[config.mk]
export PLATFORM = sky130hd
export DESIGN_NAME = micro_tile_shape_search
export DESIGN_NICKNAME = d
export VERILOG_FILES = /design/src/sv/mtss_pkg.sv /design/src/sv/micro_tile_shape_search.sv /design/src/sv/mtss_div.sv /design/src/sv/mtss_dp.sv /design/src/sv/mtss_ctrl.sv
export SDC_FILE = /design/constraint.sdc
export NUM_CORES = 1
export LEC_CHECK = 0
export BUFFER_PORTS_ARGS = -buffer_cell sky130_fd_sc_hd__buf_2
export CORE_ASPECT_RATIO = 1.2
export CORE_UTILIZATION = 41
export DETAILED_ROUTE_END_ITERATION = 10
export PLACE_DENSITY = 0.65
export SYNTH_ARGS = -nofsm -noshare
export SYNTH_HDL_FRONTEND = slang
export SYNTH_HIERARCHICAL = 1
export SYNTH_SLANG_ARGS = --single-unit
[constraint.sdc]
create_clock -name clk -period 5.1 [get_ports clk]
set_clock_uncertainty 0.05 [all_clocks]
set_input_delay 0 -clock clk [delete_from_list [all_inputs] [get_ports clk]]
set_output_delay 0 -clock clk [all_outputs]
set_load 0.02 [all_outputs]
[src/sv/mtss_pkg.sv]
// shared types, codes and constants for the micro tile shape search
package mtss_pkg;

	localparam int DimW   = 9;
	localparam int AreaW  = 16;
	localparam int DivW   = 2 * DimW;
	localparam int StepW  = 5;

	localparam logic [StepW-1:0] STEPS_PROD = StepW'(DivW);
	localparam logic [StepW-1:0] STEPS_DIM  = StepW'(DimW);
	localparam logic [StepW-1:0] STEPS_AREA = StepW'(AreaW);

	localparam logic [2:0] ST_OK       = 3'd0;
	localparam logic [2:0] ST_ZERO     = 3'd1;
	localparam logic [2:0] ST_MISMATCH = 3'd2;
	localparam logic [2:0] ST_NOFIT    = 3'd3;
	localparam logic [2:0] ST_INCONS   = 3'd4;

	typedef struct packed {
		logic [DimW-1:0]  macro_height;
		logic [DimW-1:0]  macro_width;
		logic [AreaW-1:0] micro_area;
		logic             tall_tile;
	} mtss_in_t;

	typedef struct packed {
		logic [2:0]      status;
		logic [DimW-1:0] micro_height;
		logic [DimW-1:0] micro_width;
	} mtss_out_t;

	typedef enum logic [1:0] {
		DOP_PROD,
		DOP_DIM,
		DOP_AREA,
		DOP_CONS
	} div_op_t;

	typedef enum logic [3:0] {
		S_IDLE,
		S_CHECK,
		S_PROD,
		S_CAND,
		S_DIM,
		S_AREA,
		S_CONSST,
		S_CONS,
		S_DONE
	} ctrl_state_t;

	typedef struct packed {
		logic       load;
		logic       init_search;
		logic       swap_sel;
		logic       dec_d;
		logic       div_start;
		div_op_t    div_op;
		logic       take_shape;
		logic       set_status;
		logic [2:0] status_code;
	} ctrl_cmd_t;

	typedef struct packed {
		logic area_zero;
		logic d_zero;
		logic div_done;
		logic rem_zero;
		logic quo_fits;
		logic tall;
		logic swap;
	} dp_stat_t;

endpackage

[src/sv/micro_tile_shape_search.sv]
// top level of the micro tile shape search: controller plus datapath
// steps: a zero area ends the item; else the macro area must be a multiple of the
//   micro area (else mismatch); candidates count down from the height until one
//   divides it and the micro area with a fitting quotient (else no fit); macro width
//   must divide by the found width (or inconsistent); wide tiles also search by width
// throughput: one item at a time, set by the shared one-bit-per-cycle divider
// reset: arst_n clears the controller to idle; the result beat cannot be stalled
module micro_tile_shape_search (
	input  logic                clk,
	input  logic                arst_n,
	input  logic                start,
	input  mtss_pkg::mtss_in_t  item,
	output logic                busy,
	output logic                done,
	output mtss_pkg::mtss_out_t result
);
	import mtss_pkg::*;

	ctrl_cmd_t cmd;
	dp_stat_t  stat;

	mtss_ctrl u_ctrl (
		.clk    (clk),
		.arst_n (arst_n),
		.start  (start),
		.stat   (stat),
		.cmd    (cmd),
		.busy   (busy),
		.done   (done)
	);

	mtss_dp u_dp (
		.clk    (clk),
		.arst_n (arst_n),
		.item   (item),
		.cmd    (cmd),
		.stat   (stat),
		.result (result)
	);

endmodule

[src/sv/mtss_div.sv]
// iterative restoring divider, one quotient bit per cycle
module mtss_div (
	input  logic                      clk,
	input  logic                      arst_n,
	input  logic                      start,
	input  logic [mtss_pkg::DivW-1:0]  dividend,
	input  logic [mtss_pkg::AreaW-1:0] divisor,
	input  logic [mtss_pkg::StepW-1:0] steps,
	output logic                      done,
	output logic [mtss_pkg::DivW-1:0]  quo,
	output logic [mtss_pkg::AreaW-1:0] rem
);
	import mtss_pkg::*;

	logic [DivW-1:0]  sh_q;
	logic [AreaW-1:0] rem_q;
	logic [AreaW-1:0] div_q;
	logic [StepW-1:0] cnt_q;
	logic             run_q;
	logic             done_q;

	logic [AreaW:0]   trial;
	logic             ge;
	logic [AreaW:0]   diff;

	always_comb begin
		trial = {rem_q, sh_q[DivW-1]};
		ge    = trial >= {1'b0, div_q};
		diff  = trial - {1'b0, div_q};
	end

	always_ff @(posedge clk or negedge arst_n) begin
		if (!arst_n) begin
			run_q  <= 1'b0;
			done_q <= 1'b0;
			cnt_q  <= '0;
		end else begin
			done_q <= 1'b0;
			if (start) begin
				run_q <= 1'b1;
				cnt_q <= steps;
			end else if (run_q) begin
				cnt_q <= cnt_q - 1'b1;
				if (cnt_q == StepW'(1)) begin
					run_q  <= 1'b0;
					done_q <= 1'b1;
				end
			end
		end
	end

	// dividend arrives left aligned, quotient bits shift in at the bottom
	always_ff @(posedge clk) begin
		if (start) begin
			sh_q  <= dividend;
			rem_q <= '0;
			div_q <= divisor;
		end else if (run_q) begin
			sh_q  <= {sh_q[DivW-2:0], ge};
			rem_q <= ge ? diff[AreaW-1:0] : trial[AreaW-1:0];
		end
	end

	assign done = done_q;
	assign quo  = sh_q;
	assign rem  = rem_q;

endmodule

[src/sv/mtss_dp.sv]
// datapath: operand registers, candidate counter, shared divider, result registers
module mtss_dp (
	input  logic                 clk,
	input  logic                 arst_n,
	input  mtss_pkg::mtss_in_t   item,
	input  mtss_pkg::ctrl_cmd_t  cmd,
	output mtss_pkg::dp_stat_t   stat,
	output mtss_pkg::mtss_out_t  result
);
	import mtss_pkg::*;

	logic [DimW-1:0]  th_q;
	logic [DimW-1:0]  tw_q;
	logic [AreaW-1:0] ts_q;
	logic             tall_q;
	logic             swap_q;
	logic [DimW-1:0]  d_q;
	logic [DimW-1:0]  h_q;
	logic [DimW-1:0]  w_q;
	logic [2:0]       status_q;

	logic [DimW-1:0]  dim;
	logic [DimW-1:0]  other;
	logic [DivW-1:0]  prod;
	logic [DivW-1:0]  dividend;
	logic [AreaW-1:0] divisor;
	logic [StepW-1:0] steps;
	logic             div_done;
	logic [DivW-1:0]  quo;
	logic [AreaW-1:0] rem;

	assign dim   = swap_q ? tw_q : th_q;
	assign other = swap_q ? th_q : tw_q;
	assign prod  = th_q * tw_q;

	always_comb begin
		case (cmd.div_op)
			DOP_PROD: begin
				dividend = prod;
				divisor  = ts_q;
				steps    = STEPS_PROD;
			end
			DOP_DIM: begin
				dividend = {dim, {(DivW-DimW){1'b0}}};
				divisor  = {{(AreaW-DimW){1'b0}}, d_q};
				steps    = STEPS_DIM;
			end
			DOP_AREA: begin
				dividend = {ts_q, {(DivW-AreaW){1'b0}}};
				divisor  = {{(AreaW-DimW){1'b0}}, d_q};
				steps    = STEPS_AREA;
			end
			default: begin
				// consistency: macro width must be a multiple of the found width
				dividend = {tw_q, {(DivW-DimW){1'b0}}};
				divisor  = {{(AreaW-DimW){1'b0}}, w_q};
				steps    = STEPS_DIM;
			end
		endcase
	end

	mtss_div u_div (
		.clk      (clk),
		.arst_n   (arst_n),
		.start    (cmd.div_start),
		.dividend (dividend),
		.divisor  (divisor),
		.steps    (steps),
		.done     (div_done),
		.quo      (quo),
		.rem      (rem)
	);

	always_ff @(posedge clk or negedge arst_n) begin
		if (!arst_n) begin
			status_q <= ST_OK;
			swap_q   <= 1'b0;
		end else begin
			if (cmd.load) begin
				status_q <= ST_OK;
				swap_q   <= 1'b0;
			end
			if (cmd.init_search) begin
				swap_q <= cmd.swap_sel;
			end
			if (cmd.set_status) begin
				status_q <= cmd.status_code;
			end
		end
	end

	always_ff @(posedge clk) begin
		if (cmd.load) begin
			th_q   <= item.macro_height;
			tw_q   <= item.macro_width;
			ts_q   <= item.micro_area;
			tall_q <= item.tall_tile;
		end
		if (cmd.init_search) begin
			d_q <= cmd.swap_sel ? tw_q : th_q;
		end else if (cmd.dec_d) begin
			d_q <= d_q - 1'b1;
		end
		if (cmd.take_shape) begin
			if (swap_q) begin
				w_q <= d_q;
				h_q <= quo[DimW-1:0];
			end else begin
				h_q <= d_q;
				w_q <= quo[DimW-1:0];
			end
		end
	end

	always_comb begin
		stat.area_zero = ts_q == '0;
		stat.d_zero    = d_q == '0;
		stat.div_done  = div_done;
		stat.rem_zero  = rem == '0;
		stat.quo_fits  = quo <= {{(DivW-DimW){1'b0}}, other};
		stat.tall      = tall_q;
		stat.swap      = swap_q;
	end

	always_comb begin
		result.status       = status_q;
		result.micro_height = (status_q == ST_OK) ? h_q : '0;
		result.micro_width  = (status_q == ST_OK) ? w_q : '0;
	end

endmodule

[src/sv/mtss_ctrl.sv]
// controller: sequences the area check, the divisor searches and the result beat
module mtss_ctrl (
	input  logic                clk,
	input  logic                arst_n,
	input  logic                start,
	input  mtss_pkg::dp_stat_t  stat,
	output mtss_pkg::ctrl_cmd_t cmd,
	output logic                busy,
	output logic                done
);
	import mtss_pkg::*;

	ctrl_state_t state_q;
	ctrl_state_t state_d;

	always_ff @(posedge clk or negedge arst_n) begin
		if (!arst_n) begin
			state_q <= S_IDLE;
		end else begin
			state_q <= state_d;
		end
	end

	always_comb begin
		state_d = state_q;
		unique case (state_q)
			S_IDLE: begin
				if (start) state_d = S_CHECK;
			end
			S_CHECK: begin
				state_d = stat.area_zero ? S_DONE : S_PROD;
			end
			S_PROD: begin
				if (stat.div_done) state_d = stat.rem_zero ? S_CAND : S_DONE;
			end
			S_CAND: begin
				state_d = stat.d_zero ? S_DONE : S_DIM;
			end
			S_DIM: begin
				if (stat.div_done) state_d = stat.rem_zero ? S_AREA : S_CAND;
			end
			S_AREA: begin
				if (stat.div_done) begin
					if (stat.rem_zero && stat.quo_fits) begin
						state_d = stat.swap ? S_DONE : S_CONSST;
					end else begin
						state_d = S_CAND;
					end
				end
			end
			S_CONSST: begin
				state_d = S_CONS;
			end
			S_CONS: begin
				if (stat.div_done) begin
					state_d = (!stat.rem_zero || stat.tall) ? S_DONE : S_CAND;
				end
			end
			S_DONE: begin
				state_d = S_IDLE;
			end
			default: begin
				state_d = S_IDLE;
			end
		endcase
	end

	always_comb begin
		cmd = '0;
		cmd.div_op = DOP_PROD;
		unique case (state_q)
			S_IDLE: begin
				cmd.load = start;
			end
			S_CHECK: begin
				if (stat.area_zero) begin
					cmd.set_status  = 1'b1;
					cmd.status_code = ST_ZERO;
				end else begin
					cmd.div_start = 1'b1;
					cmd.div_op    = DOP_PROD;
				end
			end
			S_PROD: begin
				if (stat.div_done) begin
					if (stat.rem_zero) begin
						cmd.init_search = 1'b1;
						cmd.swap_sel    = 1'b0;
					end else begin
						cmd.set_status  = 1'b1;
						cmd.status_code = ST_MISMATCH;
					end
				end
			end
			S_CAND: begin
				if (stat.d_zero) begin
					cmd.set_status  = 1'b1;
					cmd.status_code = ST_NOFIT;
				end else begin
					cmd.div_start = 1'b1;
					cmd.div_op    = DOP_DIM;
				end
			end
			S_DIM: begin
				if (stat.div_done) begin
					if (stat.rem_zero) begin
						cmd.div_start = 1'b1;
						cmd.div_op    = DOP_AREA;
					end else begin
						cmd.dec_d = 1'b1;
					end
				end
			end
			S_AREA: begin
				if (stat.div_done) begin
					if (stat.rem_zero && stat.quo_fits) begin
						cmd.take_shape = 1'b1;
						if (stat.swap) begin
							cmd.set_status  = 1'b1;
							cmd.status_code = ST_OK;
						end
					end else begin
						cmd.dec_d = 1'b1;
					end
				end
			end
			S_CONSST: begin
				cmd.div_start = 1'b1;
				cmd.div_op    = DOP_CONS;
			end
			S_CONS: begin
				cmd.div_op = DOP_CONS;
				if (stat.div_done) begin
					if (!stat.rem_zero) begin
						cmd.set_status  = 1'b1;
						cmd.status_code = ST_INCONS;
					end else if (stat.tall) begin
						cmd.set_status  = 1'b1;
						cmd.status_code = ST_OK;
					end else begin
						// wide tile: search again along the width
						cmd.init_search = 1'b1;
						cmd.swap_sel    = 1'b1;
					end
				end
			end
			S_DONE: begin
			end
			default: begin
			end
		endcase
	end

	assign busy = state_q != S_IDLE;
	assign done = state_q == S_DONE;

endmodule

==> summary.txt, run 1 <==
Timing
  • Minimum clock period: 4.97 ns
  • # setup viols final: 0
  • Max Freq: 0.201 GHz
  • Fin crit share: a little over nine tenths
  • Max transition margin: between 30% and 40%
  • Final Max Slew Viols: 0
  • Final Hold Viols: 0
  • Worst Max-Slew Pin Slew: slightly below 1 ns
  • Hold_ws: 0.138 ns
  • Setup_tns: 0 ns
  • RSZ-0062 raised after global routing: yes

Cells and area
  • Ant diodes: 0
  • Fraction of final layout cells sized beyond drive strength 1: 18.8%
  • Multi-input logic area: 6080 µm²
  • Register cell area after layout: between 3000 and 4000 µm²
  • Most common cell after layout, fill and taps aside: inv_1
  • Final net count: 1287
  • Area Overhead vs Synth: 17.7%
  • Finished Cell Area: ~12000 µm²
  • Non-Filler Instances: 1466
  • Commonest non-fill, non-tap cells in the layout: inv_1, edfxtp_1, nand2_1
  • Fill count: 2288

Yosys
  • Seq cells post-synth: 127
  • Post-synthesis adder-cell area fraction: 18.5%
  • Share of flip-flops with an asynchronous set or reset after synthesis: 11.8%
  • Synth Area in XOR/XNOR: under 10%
  • EDFF count, synth: 96
  • Mux contribution to synthesized area: roughly 7.7%
  • Largest family of logic cells by synthesized area: adder cells
  • Area fraction in compound gates after synthesis: 12.9%
  • Cell variety after synth: 79
  • Syn avg cell area: 9.94 µm²
  • Syn. warnings: 6
  • Simple logic cell fraction of the synthesized area: 16.4%
  • Top_reg_cell synth: edfxtp_1
  • Syn Inst Count: between 1000 and 1500
  • Mapped cell area: 10300 µm²
  • Sequential area share after synthesis: between 30% and 40%
  • Syn Nets: about 1200

Placement
  • Dpl cells: ~1400
  • DP Area: 10900 µm²
  • Post-DP HPWL: approximately 20 mm
  • Routability Congestion: around 0.9
  • PortBufs: 60

Critical path
  • Crit path launch: u_dp/tw_q[6]
  • WP buf/inv: 3
  • Crit Path Class: flip-flop to flip-flop
  • Worst Path Max Fanout: 5
  • Cell family with most CP delay: adder cells
  • CP endpoint kind: flip-flop
  • Top cell by count, worst path: fa_1
  • CP max-delay cell: fa_1
  • Cells along the critical path: buf_4 > and2_1 > fa_1 > fa_1 > fa_1 > inv_1 > fa_1 > inv_1 > ha_4 > and3_2 > a221o_2 > a41oi_2 > a21boi_1 > mux2_4 > o21ai_2 > mux2_2
  • Worst setup SP type: flip-flop
  • R2R Path Start: u_dp/tw_q[6]
  • Req. time, crit path: 5.22 ns
  • WP data arrival: 5.09 ns
  • Delay of the slowest critical-path stage: 0.54 ns
  • Flop-to-flop setup slack: 0.13 ns

Clock network
  • Number of buffers created by CTS: 17
  • Clk_lat worst skew: 0.42 ns
  • Max Buffers Root-to-Sink: 2
  • CTS tree: built
  • Worst-path clk slew: roughly 0.06 ns
  • Root buf cell: clkbuf_16
  • Clk sinks: 127
  • H-tree depth: 4

Power and ir drop
  • Peak VDD IR: 0.188 mV
  • P_leak: between 0.004 and 0.005 µW
  • Power per cell area: 202 nW/µm²
  • Pwr Total: 2440 µW

Run
  • Max_cap viols: 0

Drt
  • DR pass1 iterations: 5
  • WL/cell: 18.2 µm
  • DR DRC count: 0
  • Final WL: around 27 mm
  • DRT iter0 DRCs: 476
  • Vias per cell: between 5 and 6
  • Via Count: 7954
  • Routed Antenna Nets: 0

Global route
  • Pin count of the biggest net entering global routing: 60
  • First-pass GRT wire length: 42.3 mm
  • Initial antenna violation count: 0
  • Gr ovfl total: 0
  • Gr usage total: ~22%
  • Met3 Use GR: 4.13%
  • M2 GR Usage: a little under two fifths
  • GR Layer Usage met1: about a quarter
  • Vias in the first global route: 8055
  • Top Usage Layer GRT: met2

Floorplanning
  • Total core area: 24700 µm²
  • Ports: 61
  • Num rows: 63
  • Die Area: 25700 µm²
  • Die width: 146 µm
  • Vert. Die Dim: 175 µm
  • Initial Util: between 40% and 50%

Min path
  • Hold path start: start
  • Hold Crit Class: input port to flip-flop

Status
  • Status: complete, no violations
## logic make-up after synthesis
group                    count (synthesis)
multiplexers                            73
AND/OR/NAND/NOR                        319
other                                    1
buffers and inverters                  170
flip-flops                             127
adder cells (fa/ha/maj)                121
AO/OA/AOI/OAI                          189
XOR/XNOR                                32
## cells in the mapped netlist, types with 11 or more instances
master / count / area share (%)
ha_1: 70 / 8.5
inv_1: 106 / 3.9
a21oi_1: 38 / 1.9
mux2_2: 39 / 4.3
dfxtp_1: 16 / 3.1
dfrtp_1: 15 / 3.7
o21ai_0: 39 / 1.9
nor4_1: 11 / 0.67
fa_1: 51 / 9.9
mux2i_1: 32 / 3.1
a22oi_1: 19 / 1.4
a21o_1: 11 / 0.80
nor2b_1: 15 / 0.91
edfxtp_1: 96 / 28
xnor2_1: 18 / 1.5
nand2b_1: 11 / 0.67
nand2_1: 87 / 3.2
nor3_1: 21 / 1.0
nor2_1: 48 / 1.8
xor2_1: 14 / 1.2
and2_1: 75 / 4.6
clkbuf_1: 43 / 1.6
## metal layers
metal  part of all wire [%]  vias to the layer above
met4                    4.2                        0
li1                       -                     3789
met3                    5.2                       61
met2                     51                      245
met5                      0                        -
met1                     40                     3859
## path summary, 6_finish.rpt
| kind | endpoint | cells after the start |
|---|---|---|
| max | u_dp/u_div/quo[16] | 16 |
| min | u_ctrl/state_q[2] | 5 |
| max reg2reg | u_dp/u_div/quo[16] | 16 |
| min reg2reg | u_dp/u_div/rem[4] | 2 |
| max in group asynchronous | u_dp/swap_q | 3 |
| min in group asynchronous | u_dp/status_q[0] | 3 |
## registers in the layout, indices dropped and copies added, names as in the netlist, 16 cells and up
signal / cells
u_dp/ts_q: 16
u_dp/u_div/div_q: 16
u_dp/u_div/quo: 18
u_dp/u_div/rem: 16
## worst min-delay path, cell delays in order
cell and delay (ns):
buf_2 0.08, nor3_1 0.04, a21oi_1 0.15, o221ai_2 0.15, o32ai_1 0.13
## power breakdown
part	internal [µW]	switching, µW
clock network	819	477
logic	28.3	12.5
registers	1100	0
## layout make-up
| type | count | share of cell area (%) |
|---|---|---|
| flip-flops and latches | 127 | 29.6 |
| repair buffers | 141 | 8.28 |
| clock inverters | 13 | 1.55 |
| multi-input cells | 735 | 50.3 |
| well taps | 325 | 3.37 |
| inverters | 106 | 3.29 |
| clock buffers | 19 | 3.58 |
## through the flow
step / setup WS (ns) / utilization [%]
after floorplan: 0.201 / -
after global placement: 0.150 / 44.3
after detailed placement: 0.0851 / 44.3
after CTS: 0.0624 / 48.4
after global routing: -0.00557 / 49.0
final: 0.126 / 49.0
## timing repair
item,CTS,global route
gates resized for setup,0,16
endpoints found under the setup margin,0,8
hold endpoints to repair,50,0
hold buffers,37,0
setup buffers,0,11
No activity file was read; power rests on OpenSTA's default activity.
==> inputs of run 2 (changes only) <==
CTS_BUF_LIST = sky130_fd_sc_hd__clkbuf_4 sky130_fd_sc_hd__clkbuf_8   (was default)
CTS_CLUSTER_DIAMETER = 40   (was default)
==> summary.txt, run 2 (synthesis results as in run 1) <==
Floorplanning
  • Initial Util: roughly two fifths
  • Die width: 146 µm
  • Total core area: ~25000 µm²
  • Ports: 61
  • Vert. Die Dim: 175 µm
  • Num rows: 63
  • Die Area: 25700 µm²

Drt
  • Vias per cell: approximately 5.3
  • Final WL: about 26 mm
  • WL/cell: 18.0 µm
  • Via Count: 7848
  • Routed Antenna Nets: 0
  • DRT iter0 DRCs: 511
  • DR DRC count: 0
  • DR pass1 iterations: 7

Critical path
  • Cell family with most CP delay: adder cells
  • WP data arrival: 5.13 ns
  • Crit Path Class: flip-flop to flip-flop
  • Req. time, crit path: 5.25 ns
  • Worst setup SP type: flip-flop
  • CP max-delay cell: fa_1
  • CP endpoint kind: flip-flop
  • R2R Path Start: u_dp/th_q[6]
  • WP buf/inv: 3
  • Top cell by count, worst path: fa_1
  • Flop-to-flop setup slack: 0.12 ns
  • Worst Path Max Fanout: 5
  • WP depth: 16
  • Delay of the slowest critical-path stage: 0.54 ns
  • Cells along the critical path: buf_4 > and2_1 > fa_1 > fa_1 > fa_1 > inv_1 > fa_1 > inv_1 > ha_4 > and3_2 > a221o_2 > a41oi_2 > a21boi_1 > mux2_4 > o21ai_2 > mux2_2
  • FF-to-FF End: u_dp/u_div/quo[16]
  • Reg2reg path depth: 16

Power and ir drop
  • P_leak: roughly 0.0049 µW
  • Pwr Total: 2130 µW
  • Power per cell area: roughly 180 nW/µm²
  • Peak VDD IR: approximately 0.14 mV

Min path
  • Hold EP: u_ctrl/state_q[2]
  • Hold path cells: 5
  • Hold Crit Class: input port to flip-flop
  • Hold path start: start

Cells and area
  • Commonest non-fill, non-tap cells in the layout: inv_1, edfxtp_1, nand2_1
  • Max reg flops: 18
  • Fraction of final layout cells sized beyond drive strength 1: between 10% and 20%
  • Most common cell after layout, fill and taps aside: inv_1
  • Ant diodes: 0
  • Area Overhead vs Synth: 15.9%
  • Non-Filler Instances: 1467
  • Largest Register: u_dp/u_div/quo
  • Fill count: around 2300
  • Final net count: 1288
  • Multi-input logic area: 6070 µm²
  • Finished Cell Area: 11900 µm²
  • Register cell area after layout: 3580 µm²

Placement
  • Post-DP HPWL: between 15 and 20 mm
  • Routability Congestion: 0.888
  • PortBufs: 60
  • DP Area: 10900 µm²
  • Dpl cells: approximately 1400

Global route
  • Gr usage total: 21.3%
  • Vias in the first global route: 7966
  • Gr ovfl total: 0
  • Pin count of the biggest net entering global routing: 60
  • Initial antenna violation count: 0
  • First-pass GRT wire length: 41.8 mm

Run
  • Max_cap viols: 0

Timing
  • Worst Max-Slew Pin Slew: 0.948 ns
  • Final Hold Viols: 0
  • Fin crit share: 97.7%
  • Max transition margin: 36.8%
  • # setup viols final: 0
  • RSZ-0062 raised after global routing: yes
  • Max Freq: 0.201 GHz
  • Setup_tns: 0 ns
  • Minimum clock period: approximately 5.0 ns
  • Final Max Slew Viols: 0

Clock network
  • H-tree depth: 4
  • Clk_lat worst skew: 0.46 ns
  • Worst-path clk slew: 0.08 ns
  • Clk sinks: 127
  • Root buf cell: clkbuf_8
  • CTS tree: built
  • Number of buffers created by CTS: 17
  • Max Buffers Root-to-Sink: 2

Status
  • Status: complete, no violations
==> run 2: final cells by class <==
class	count	share of cell area [%]
Clock inverter	13	1.58
Timing Repair Buffer	142	8.46
Inverter	106	3.35
Clock buffer	19	2.09
Tap cell	325	3.42
Multi-Input combinational cell	735	51.0
Sequential cell	127	30.1
==> run 2: tightest hold or removal path, delay by kind of cell <==
family / cells / cell delay [ns]
AOI/OAI and AO/OA: 3 / 0.43
buffers and inverters: 1 / 0.08
and+or+nand+nor: 1 / 0.04
==> run 2: how the worst max path moves through the flow <==
stage | from | to | slack (ns)
after floorplan | u_dp/tw_q[8] | u_dp/u_div/quo[16] | 0.20
after global routing | u_dp/tw_q[5] | u_dp/u_div/quo[11] | -0.01
after CTS | u_dp/th_q[2] | u_dp/u_div/quo[13] | 0.08
final | u_dp/th_q[6] | u_dp/u_div/quo[16] | 0.12
after global placement | u_dp/th_q[2] | u_dp/u_div/quo[17] | 0.15
after detailed placement | u_dp/th_q[2] | u_dp/u_div/quo[17] | 0.09
==> run 2: routing by layer <==
| layer | vias to the layer above | routed length (µm) | track usage, % |
|---|---|---|---|
| met5 | - | 0 | 0 |
| met3 | 55 | 1170 | 3.64 |
| met1 | 3797 | 10800 | 24.9 |
| li1 | 3796 | - | - |
| met4 | 0 | 912 | 9.20 |
| met2 | 200 | 13500 | 38.1 |
==> run 2: timing repair <==
action	CTS	global route
hold buffers	37	0
endpoints found under the setup margin	0	7
resized for setup	0	17
setup buffers	0	12
endpoints found under the hold margin	50	0
==> run 2: stage by stage <==
stage,hold WS [ns],utilization [%],worst slack (ns)
6_report,0.0989,48.2,0.118
5_1_grt,0.134,48.2,-0.0132
4_1_cts,0.0626,47.6,0.0767
3_5_place_dp,-0.116,44.3,0.0851
3_3_place_gp,-0.122,44.3,0.150
2_1_floorplan,-0.346,-,0.201
==> run 2: report_power, final <==
group | switching [µW] | internal, µW
clock | 440 | 545
combinational | 12.3 | 28.3
sequential | 0 | 1100
total | 452 | 1670
